File: src/rtl/double_ended_queue_with_search_macros.svh
// Assertion macros used by the deque top level.
`ifndef DOUBLE_ENDED_QUEUE_WITH_SEARCH_MACROS_SVH
`define DOUBLE_ENDED_QUEUE_WITH_SEARCH_MACROS_SVH

// Same-cycle implication, checked on every clock outside reset.
`define DQS_ASSERT_NOW(label, ante, cons, msg) \
   label: assert property (@(posedge clock) disable iff (reset) (ante) |-> (cons)) \
      else $error(msg);

// Next-cycle implication.
`define DQS_ASSERT_NEXT(label, ante, cons, msg) \
   label: assert property (@(posedge clock) disable iff (reset) (ante) |=> (cons)) \
      else $error(msg);

// Condition that must never hold.
`define DQS_ASSERT_NEVER(label, bad, msg) \
   label: assert property (@(posedge clock) disable iff (reset) !(bad)) \
      else $error(msg);

`endif

File: src/rtl/dqs_pkg.sv
// Package with types, sizes and codes of the double-ended queue.
`timescale 1ns / 1ps
package dqs_pkg;

   localparam int DEPTH        = 16;
   localparam int DATA_WIDTH   = 32;
   localparam int PORT_W       = 32;
   localparam int WORD_W       = (DATA_WIDTH < PORT_W) ? DATA_WIDTH : PORT_W;
   localparam int COUNT_W      = $clog2(DEPTH + 1);
   localparam int COUNT_PORT_W = 5;
   localparam int OP_W         = 3;
   localparam int STATUS_W     = 2;

   typedef logic [WORD_W-1:0]  word_type;
   typedef logic [COUNT_W-1:0] count_type;

   typedef enum logic [OP_W-1:0] {
      OP_PUSH_HEAD = 3'd0,
      OP_PUSH_TAIL = 3'd1,
      OP_POP_HEAD  = 3'd2,
      OP_POP_TAIL  = 3'd3,
      OP_PEEK_HEAD = 3'd4,
      OP_PEEK_TAIL = 3'd5,
      OP_SEARCH    = 3'd6,
      OP_COUNT     = 3'd7
   } op_type;

   typedef enum logic [STATUS_W-1:0] {
      ST_OK    = 2'd0,
      ST_EMPTY = 2'd1,
      ST_FULL  = 2'd2
   } status_type;

   // Per-cycle command broadcast to every cell.
   typedef struct packed {
      logic      push_head;
      logic      pop_head;
      logic      push_tail;
      count_type count;
   } cell_ctrl_type;

endpackage

File: src/rtl/dqs_cell.sv
// One storage cell of the deque chain: holds a word, shifts with its neighbors.
`timescale 1ns / 1ps
module dqs_cell (
   input  logic                   clock,
   input  dqs_pkg::count_type     cell_index,
   input  dqs_pkg::cell_ctrl_type ctrl,
   input  dqs_pkg::word_type      push_word,
   input  dqs_pkg::word_type      key_word,
   input  dqs_pkg::word_type      left_word,
   input  dqs_pkg::word_type      right_word,
   output dqs_pkg::word_type      word_out,
   output dqs_pkg::word_type      tail_word,
   output logic                   hit
);
   import dqs_pkg::*;

   word_type word_ff;
   word_type word_in;
   logic     held;
   logic     is_tail;
   logic     is_slot;

   assign held    = cell_index < ctrl.count;
   assign is_slot = cell_index == ctrl.count;
   assign is_tail = (cell_index + 1'b1) == ctrl.count;

   always_comb begin
      word_in = word_ff;
      if (ctrl.push_head) begin
         word_in = left_word;
      end else if (ctrl.pop_head) begin
         word_in = right_word;
      end else if (ctrl.push_tail && is_slot) begin
         word_in = push_word;
      end
   end

   always_ff @(posedge clock) begin
      word_ff <= word_in;
   end

   assign word_out  = word_ff;
   assign tail_word = is_tail ? word_ff : '0;
   assign hit       = held && (word_ff == key_word);

endmodule

File: src/rtl/double_ended_queue_with_search.sv
// Top level of the double-ended queue with key search.
`timescale 1ns / 1ps
// Bounded deque of DEPTH words held in a chain of cells, head in cell 0. Pushing at
// the head shifts the whole chain one cell toward the tail, popping the head shifts
// it back; tail operations write or read the cell selected by the entry count. A
// search compares the key in every held cell at once. Every item yields one result with
// the word, found flag, count after the operation and status (ok, empty, full).
// The block takes one item per cycle: each operation completes in the single cell
// update, and the result register holds a taken item while rsp_stall is high, which
// stalls the request side until that result leaves. Each result is registered.
`include "double_ended_queue_with_search_macros.svh"
module double_ended_queue_with_search (
   input  logic                                clock,
   input  logic                                reset,
   input  logic                                req_valid,
   output logic                                req_stall,
   input  logic [dqs_pkg::OP_W-1:0]            req_operation,
   input  logic [dqs_pkg::PORT_W-1:0]          req_push_value,
   input  logic [dqs_pkg::PORT_W-1:0]          req_search_key,
   output logic                                rsp_valid,
   input  logic                                rsp_stall,
   output logic [dqs_pkg::PORT_W-1:0]          rsp_result_value,
   output logic                                rsp_found,
   output logic [dqs_pkg::COUNT_PORT_W-1:0]    rsp_entry_count,
   output logic [dqs_pkg::STATUS_W-1:0]        rsp_status
);
   import dqs_pkg::*;

   logic          accept;
   op_type        op;
   logic          full;
   logic          empty;
   word_type      push_word;
   word_type      key_word;
   cell_ctrl_type ctrl;

   count_type     count_ff;
   count_type     count_in;

   word_type      chain_word [DEPTH];
   word_type      left_word  [DEPTH];
   word_type      right_word [DEPTH];
   word_type      tail_word  [DEPTH];
   logic          hit        [DEPTH];
   word_type      tail_any;
   logic          hit_any;

   logic [PORT_W-1:0] result_in;
   logic              found_in;
   status_type        status_in;

   logic              rsp_valid_ff;
   logic [PORT_W-1:0] result_ff;
   logic              found_ff;
   count_type         rsp_count_ff;
   status_type        status_ff;

   assign req_stall = rsp_valid_ff && rsp_stall;
   assign accept    = req_valid && !req_stall;
   assign op        = op_type'(req_operation);
   assign full      = count_ff == count_type'(DEPTH);
   assign empty     = count_ff == '0;
   assign push_word = WORD_W'(req_push_value);
   assign key_word  = WORD_W'(req_search_key);

   // Decode the operation into cell commands and the result fields.
   always_comb begin
      ctrl           = '0;
      ctrl.count     = count_ff;
      count_in       = count_ff;
      result_in      = '0;
      found_in       = 1'b0;
      status_in      = ST_OK;
      case (op)
         OP_PUSH_HEAD: begin
            if (full) begin
               status_in = ST_FULL;
            end else begin
               ctrl.push_head = accept;
               count_in       = count_ff + 1'b1;
            end
         end
         OP_PUSH_TAIL: begin
            if (full) begin
               status_in = ST_FULL;
            end else begin
               ctrl.push_tail = accept;
               count_in       = count_ff + 1'b1;
            end
         end
         OP_POP_HEAD: begin
            if (empty) begin
               status_in = ST_EMPTY;
            end else begin
               ctrl.pop_head = accept;
               result_in     = PORT_W'(chain_word[0]);
               count_in      = count_ff - 1'b1;
            end
         end
         OP_POP_TAIL: begin
            if (empty) begin
               status_in = ST_EMPTY;
            end else begin
               result_in = PORT_W'(tail_any);
               count_in  = count_ff - 1'b1;
            end
         end
         OP_PEEK_HEAD: begin
            if (empty) begin
               status_in = ST_EMPTY;
            end else begin
               result_in = PORT_W'(chain_word[0]);
            end
         end
         OP_PEEK_TAIL: begin
            if (empty) begin
               status_in = ST_EMPTY;
            end else begin
               result_in = PORT_W'(tail_any);
            end
         end
         OP_SEARCH: begin
            found_in = hit_any;
         end
         OP_COUNT: begin
            count_in = count_ff;
         end
         default: begin
            count_in = count_ff;
         end
      endcase
   end

   for (genvar i = 0; i < DEPTH; i++) begin : g_cell
      if (i == 0) begin : g_first
         assign left_word[i] = push_word;
      end else begin : g_inner_left
         assign left_word[i] = chain_word[i-1];
      end
      if (i == DEPTH - 1) begin : g_last
         assign right_word[i] = chain_word[i];
      end else begin : g_inner_right
         assign right_word[i] = chain_word[i+1];
      end

      dqs_cell u_cell (
         .clock      (clock),
         .cell_index (count_type'(i)),
         .ctrl       (ctrl),
         .push_word  (push_word),
         .key_word   (key_word),
         .left_word  (left_word[i]),
         .right_word (right_word[i]),
         .word_out   (chain_word[i]),
         .tail_word  (tail_word[i]),
         .hit        (hit[i])
      );
   end

   // Only the tail cell drives a nonzero tail word, so OR picks it out; hits are ORed.
   always_comb begin
      tail_any = '0;
      hit_any  = 1'b0;
      for (int i = 0; i < DEPTH; i++) begin
         tail_any = tail_any | tail_word[i];
         hit_any  = hit_any | hit[i];
      end
   end

   always_ff @(posedge clock) begin
      if (reset) begin
         count_ff     <= '0;
         rsp_valid_ff <= 1'b0;
      end else begin
         if (accept) begin
            count_ff     <= count_in;
            rsp_valid_ff <= 1'b1;
         end else if (!rsp_stall) begin
            rsp_valid_ff <= 1'b0;
         end
      end
   end

   always_ff @(posedge clock) begin
      if (accept) begin
         result_ff    <= result_in;
         found_ff     <= found_in;
         rsp_count_ff <= count_in;
         status_ff    <= status_in;
      end
   end

   assign rsp_valid        = rsp_valid_ff;
   assign rsp_result_value = result_ff;
   assign rsp_found        = found_ff;
   assign rsp_entry_count  = COUNT_PORT_W'(rsp_count_ff);
   assign rsp_status       = status_ff;

   `DQS_ASSERT_NEVER(a_count_bound, count_ff > count_type'(DEPTH), "count above depth")
   `DQS_ASSERT_NEXT(a_full_refused, accept && full && (op == OP_PUSH_HEAD || op == OP_PUSH_TAIL), status_ff == ST_FULL && $stable(count_ff), "push on full queue not refused")
   `DQS_ASSERT_NOW(a_empty_result, rsp_valid_ff && status_ff == ST_EMPTY, result_ff == '0 && rsp_count_ff == '0, "empty status with data or count")
   `DQS_ASSERT_NEXT(a_found_search, accept && op != OP_SEARCH, !found_ff, "found set outside search")
   `DQS_ASSERT_NEXT(a_count_tracks, accept, rsp_count_ff == count_ff, "reported count differs from held count")

endmodule
File: config.mk
export PLATFORM = sky130hd
export DESIGN_NAME = double_ended_queue_with_search
export DESIGN_NICKNAME = d
export VERILOG_FILES = /design/src/rtl/dqs_pkg.sv /design/src/rtl/dqs_cell.sv /design/src/rtl/double_ended_queue_with_search.sv
export VERILOG_INCLUDE_DIRS = /design/src /design/src/rtl
export SDC_FILE = /design/constraint.sdc
export NUM_CORES = 2
export LEC_CHECK = 0
export BUFFER_PORTS_ARGS = -buffer_cell sky130_fd_sc_hd__buf_2
export CAP_MARGIN = 15
export CORE_UTILIZATION = 55
export DETAILED_ROUTE_END_ITERATION = 7
export PLACE_DENSITY = 0.72
export SETUP_SLACK_MARGIN = 0.3
export SYNTH_ARGS = -nofsm -noshare
export SYNTH_HDL_FRONTEND = slang
export SYNTH_SLANG_ARGS = --single-unit
File: constraint.sdc
create_clock -name clock -period 9.5 [get_ports clock]
set_clock_uncertainty 0.1 [all_clocks]
set_input_delay 0.475 -clock clock [delete_from_list [all_inputs] [get_ports clock]]
set_output_delay 0.475 -clock clock [all_outputs]
set_load 0.01 [all_outputs]
Word-level counts from Yosys, hierarchy flattened
Cells that the tools add are included.
{"block": "classes", "n_eq_ne": 41, "shift": 0, "n_addsub": 2, "reduce_logical": 59, "multipliers": 0, "muxes": 80, "div_mod_pow": 0, "bitwise": 30, "magnitude_cmp": 16}
{"cell": "$mux W32", "count": 66}
{"cell": "$eq A32 B32 Y1", "count": 16}
{"cell": "$or A32 B32 Y32", "count": 15}
{"cell": "$pmux W32 S2", "count": 1}
{"cell": "$reduce_bool A3 Y1", "count": 15}
{"cell": "$eq A4 B5 Y1 const A", "count": 8}
{"cell": "$lt A4 B5 Y1 const A", "count": 8}
{"cell": "$logic_and A1 B1 Y1", "count": 34}
{"cell": "$eq A3 B5 Y1 const A", "count": 4}
{"cell": "$lt A3 B5 Y1 const A", "count": 4}
{"cell": "$or A1 B1 Y1", "count": 15}
{"cell": "$eq A2 B5 Y1 const A", "count": 2}
{"cell": "$lt A1 B5 Y1 const A", "count": 2}
{"cell": "$lt A2 B5 Y1 const A", "count": 2}
{"cell": "$mux W5", "count": 2}
{"cell": "$pmux W5 S2", "count": 1}
{"cell": "$eq A3 B3 Y1 const B", "count": 3}
{"cell": "$mux W1", "count": 8}
{"cell": "$reduce_or A2 Y1", "count": 4}
{"cell": "$eq A3 B2 Y1 const B", "count": 2}
{"cell": "$add A5 B1 Y5 const B", "count": 1}
{"cell": "$eq A1 B5 Y1 const A", "count": 1}
{"cell": "$eq A5 B5 Y1 const A", "count": 1}
{"cell": "$eq A5 B5 Y1 const B", "count": 1}
{"cell": "11 further kinds", "count": 12}
{"block": "word_totals", "word_cells": 250, "register_bits": 558, "memories": 0, "latchBits": 0, "in_bits": 71, "ram_bits": 0, "rom_bits": 0, "out_inout_bits": 42}

Depth between registers and ports, before layout
{"block": "logic_depth", "ltp_word": 19, "depth_mapped": 13, "mapped_depth_nobuf": 9}

By module
From an unflattened synthesis, not the netlist that was laid out.
{"block": "unflattened", "cells_unflattened": 4298, "area_unflattened_um2": 42007.8}
{"module": "dqs_cell", "cells_per_inst": 248, "area_each_um2": 2426.1, "seq_area_each_um2": 960.9, "instances": 16}
{"module": "double_ended_queue_with_search", "cells_per_inst": 330, "area_each_um2": 3190.6, "seq_area_each_um2": 1321.3, "instances": 1}

Worst setup path before layout
Ideal clock, no wire load.
{"block": "synth_path", "path_type": "input port to flip-flop", "from": "input rsp_stall", "to": "register g_cell[0].u_cell.word_ff[0], enable pin", "t_required_ns": 8.934, "cell_stages": 6, "n_path_buf": 1, "setup_slack_ns": 4.472, "setup_ns": 0.466, "arrival_ns": 4.463, "cell_sequence": "nand2_1 nand2_1 inv_1 nand3_1 clkbuf_1 o21ai_0"}
{"block": "synth_between", "elab_chain_len": 7, "elab_cells_between_ends": 10, "classes_between": "mux: 5; reduce/logical: 5"}
{"element": "start, declared", "line_no": "double_ended_queue_with_search.sv:21", "rtl": "input logic rsp_stall,"}
{"element": "$logic_and A1 B1 Y1 *", "line_no": "double_ended_queue_with_search.sv:58", "rtl": "assign req_stall = rsp_valid_ff && rsp_stall;"}
{"element": "$logic_not A1 Y1 *", "line_no": "double_ended_queue_with_search.sv:59", "rtl": "assign accept = req_valid && !req_stall;"}
{"element": "$logic_and A1 B1 Y1 *", "line_no": "double_ended_queue_with_search.sv:59"}
{"element": "named net accept", "line_no": "double_ended_queue_with_search.sv:29", "rtl": "logic accept;"}
{"element": "$mux W1", "line_no": "double_ended_queue_with_search.sv:76, double_ended_queue_with_search.sv:84"}
{"element": "$mux W1", "line_no": "double_ended_queue_with_search.sv:74", "rtl": "case (op)"}
{"element": "$logic_and A1 B1 Y1", "line_no": "dqs_cell.sv:33", "rtl": "end else if (ctrl.push_tail && is_slot) begin"}
{"element": "$reduce_bool A3 Y1 (no line) *"}
{"element": "end signal, assigned", "line_no": "dqs_cell.sv:39", "rtl": "word_ff <= word_in;"}
{"element": "end, declared", "line_no": "dqs_cell.sv:17", "rtl": "word_type word_ff;"}
The timed path passes the listed nets; every way through them passes the cells marked *.
A chain may end at the register's enable or synchronous reset.

Final worst setup path
{"block": "layout_path", "from": "register count_ff[1]", "to": "register g_cell[4].u_cell.word_ff[11], enable pin"}
{"block": "layout_between", "elab_chain_len": 5, "elab_cells_between_ends": 10, "classes_between": "eq/ne: 2; mux: 5; reduce/logical: 3"}
{"element": "start, declared", "line_no": "double_ended_queue_with_search.sv:37", "rtl": "count_type count_ff;"}
{"element": "start signal, assigned", "line_no": "double_ended_queue_with_search.sv:176", "rtl": "count_ff <= count_in;"}
{"element": "$eq A5 B5 Y1", "line_no": "double_ended_queue_with_search.sv:61", "rtl": "assign full = count_ff == count_type'(DEPTH);"}
{"element": "$mux W1", "line_no": "double_ended_queue_with_search.sv:76, double_ended_queue_with_search.sv:84"}
{"element": "$mux W1", "line_no": "double_ended_queue_with_search.sv:74"}
{"element": "$logic_and A1 B1 Y1", "line_no": "dqs_cell.sv:33"}
{"element": "$reduce_bool A3 Y1 (no line) *"}
{"element": "end signal, assigned", "line_no": "dqs_cell.sv:39"}
{"element": "end, declared", "line_no": "dqs_cell.sv:17"}
Every way passes the cells marked *; elsewhere a longest branch is shown, timed or not.

==> run_results.csv <==
group,metric,value,unit
yosys,synth_top_family_by_area,"compound AO/OA/AOI/OAI gates",
yosys,synth_area,32300,µm²
worst_hold_path,hold_depth,3,
global_route,antenna_found_initial,31,
drt,viasPerCell,8.45,
yosys,yosysMostFrequentCell,"edfxtp_1",
die,die_area,59800,µm²
timing,worstMarginPinSlew,1.56,ns
die,dieHeight,244,µm
timing,fin_crit,4.94,ns
cts,cts.sinks,558,
place,io_buffers,112,
critical_path,r2r_cells,8,
drt,drt_iter0_drc,6979,
drt,routedWlPerCell,47.1,µm
die,dieWidth,244,µm
finish,drive_gt1_share,12.1,%
finish,layout.nets,2653,
global_route,grt_pass1_vias,25700,
pwr,p_per_area,175,nW/µm²
cts,htree_levels,2,
die,rows,88,
yosys,synth_edf_count,552,
drt,wl,160000,µm
global_route,grt_max_degree,211,
yosys,yosysWarnings,0,
critical_path,r2r_slack,4.56,ns
yosys,yosys_most_used_dff,"edfxtp_1",
cts,cts_resized,0,
worst_hold_path,min_path_type,"in -> reg",
finish,fillers,4689,
timing,hold_violations,0,
cts,cts_max_path_buffers,3,
pwr,irDropWorstVdd,178,µV
place,place_congestion,1.17,
critical_path,path_max_fanout,20,
critical_path,cpMostUsedCell,"buf_4",
yosys,ys_ff_latch,558,
cts,numCtsBuffers,60,
critical_path,path_cells,"inv_1 > ha_1 > nor4bb_4 > buf_4 > nor3_1 > nand3_2 > o21ai_4 > buf_4",
yosys,yosys.area_share.adder,0.193,%
critical_path,arrival,5.15,ns
drt,vias,28700,
cts,cts.reportedPaths.clkPinSlew,0.06,ns
die,initial_core_util,55.8,%
timing,setup_viol_count_final,0,
critical_path,startpoint,"count_ff[1]",
yosys,seq_area_frac_synth,51.6,%
drt,drt-pass1-iter-count,8,
yosys,synth.largest_area_cell,"edfxtp_1",
place,hpwl,109000,µm
yosys,synthTopCellsByCount,"552 x edfxtp_1, 449 x a221o_1, 268 x xnor2_1",
yosys,synth.avg_cell_area,12.3,µm²
pwr,p_leak,11.6,nW
timing,maxSlewViolCount,2,
worst_hold_path,worstHoldStart,"req_push_value[26]",
yosys,async_flop_share,0,%
yosys,synth_area_leaders,"edfxtp_1 51%, a221o_1 14%, xnor2_1 7.3%",
global_route,grt_use_total,52.7,%
drt,final_antenna_net_count,0,
timing,setup-tns-final,0,ns
timing,hold_ws,0.0251,ns
yosys,synth_xor_area_share,14.0,%
outcome,violations,"DRC, capacitance limit, slew limit",
die,fp.coreArea,57900,µm²
cts,clockRootBuffer,"clkbuf_16",
global_route,grt_pass1_wl,216000,µm
critical_path,r2r_start,"count_ff[1]",
yosys,syn_nets,2715,
drt,post-route-drc-count,21,
yosys,synthMuxAreaShare,1.11,%
yosys,synth_top_area_share,51.3,%
critical_path,cp_slowest_cell,"o21ai_4",
cts,cts_tree,"built",
outcome,outcome,"finished, violations left",
yosys,synth_cell_type_count,48,
timing,fin_crit_sh,52.0,%
die,io-pin-count,113,
yosys,synthSimpleGateAreaFrac,7.14,%
timing,max_freq,0.202,GHz
critical_path,critical-path-max-stage-delay,1.17,ns
finish,area_growth,9.13,%
yosys,synth_compound_area_share,22.3,%
critical_path,crit_required,9.71,ns
cts,clk-insertion-delay-late,0.66,ns
timing,slew_headroom,-5.29,%
critical_path,critPathKind,"reg -> reg",
run,maxCapViolCount,1,
critical_path,worstSetupEndpointType,"register",
critical_path,start_kind,"register",
timing,rsz0062_at_grt,"no",
global_route,grt_remaining_overflow,0,
yosys,postSynthCellCount,2639,
through the flow:
stage | power [mW] | instances | cell area, µm² | utilization [%] | worst slack [ns]
6_report | 6.19 | 3397 | 35300 | 60.9 | 4.56
5_1_grt | 6.24 | 3391 | 35300 | 60.9 | 4.50
4_1_cts | 6.09 | 3388 | 35300 | 60.9 | 4.70
3_5_place_dp | 3.85 | 3276 | 33400 | 57.6 | 4.69
3_3_place_gp | 3.83 | 3276 | 33400 | 57.6 | 4.83
2_1_floorplan | 3.44 | 2639 | 32300 | - | 4.47
layer usage:
| metal | wire length, µm | vias to the layer above | share of wire, % | GRT usage (%) |
|---|---|---|---|---|
| met5 | 246 | - | 0.15 | 0 |
| met4 | 15900 | 34 | 10 | 38.8 |
| met3 | 27600 | 871 | 17 | 22.4 |
| met2 | 62200 | 3329 | 39 | 70.5 |
| met1 | 54000 | 13800 | 34 | 67.5 |
| li1 | - | 10700 | - | - |
timing repair:
action,4_1_cts,5_1_grt
setup endpoints to repair,0,0
endpoints found under the hold margin,6,0
setup buffers,0,0
hold buffers,3,0
where the power goes:
part           switching [mW]  internal (mW)  leakage, nW  total, mW
sequential              0.112           2.83         5.12       2.94
clock                    1.03           1.28        0.908       2.31
combinational           0.649          0.280         5.57      0.929
total                    1.79           4.40         11.6       6.19
registers in the layout (all words and copies together), names as in the netlist:
name and cells:
g_cell.u_cell.word_out 512, rsp_result_value 32, count_ff 5, rsp_entry_count 5, rsp_status 2, rsp_found 1, rsp_valid 1
final cells by class:
class | instances | area, µm² | area share, %
Clock buffer | 77 | 1590 | 4.50
Inverter | 14 | 52.6 | 0.149
Antenna cell | 8 | 20.0 | 0.0567
Multi-Input combinational cell | 1775 | 14700 | 41.6
Timing Repair Buffer | 168 | 1010 | 2.87
Tap cell | 765 | 957 | 2.71
Sequential cell | 558 | 16700 | 47.3
Clock inverter | 32 | 273 | 0.773
placed cells by master, fill, tap and decap left out, types with 3 or more instances in the layout:
cell type,netlist,final
a22o_1,103,103
clkinv_1,0,12
nand2_1,142,142
inv_1,14,13
a221o_1,449,449
xor2_1,247,247
clkbuf_1,229,16
and3_2,0,4
o21ai_4,0,16
o22ai_1,3,3
nor4_1,75,74
ha_1,5,5
a22oi_1,84,84
a2111oi_0,5,5
buf_2,41,113
a221oi_1,82,82
a222oi_1,6,6
bufinv_16,0,4
nand3_1,16,15
buf_4,0,50
xnor2_1,268,268
and2_2,0,11
edfxtp_1,552,552
dlygate4sd3_1,0,3
clkinv_2,0,11
diode_2,0,8
dfxtp_1,6,6
clkbuf_16,0,61
nand4_1,114,114
nor2_1,16,15
o21ai_0,30,14
and2_1,43,34
mux2_2,32,32
nor3_1,11,11
a21oi_1,11,11
final timing paths:
path	to
hold reg to reg	rsp_result_value[2]
hold / removal	g_cell[15].u_cell.word_out[26]
setup / recovery	g_cell[4].u_cell.word_out[11]
setup reg to reg	g_cell[4].u_cell.word_out[11]
logic make-up after synthesis:
kind of cell    after synthesis
simple gates                435
mux                          32
fa+ha+maj                     5
compound gates              788
buf+inv                     306
flops                       558
xor+xnor                    515
critical path, delay by kind of cell (launching register included):
family	cells	cell delay, ns
and+or+nand+nor	3	1.31
buffers and inverters	3	1.00
adders and majority gates	1	0.34
DFF	1	0.62
AOI/OAI and AO/OA	1	1.17
Power figures use the tool's default switching activity.
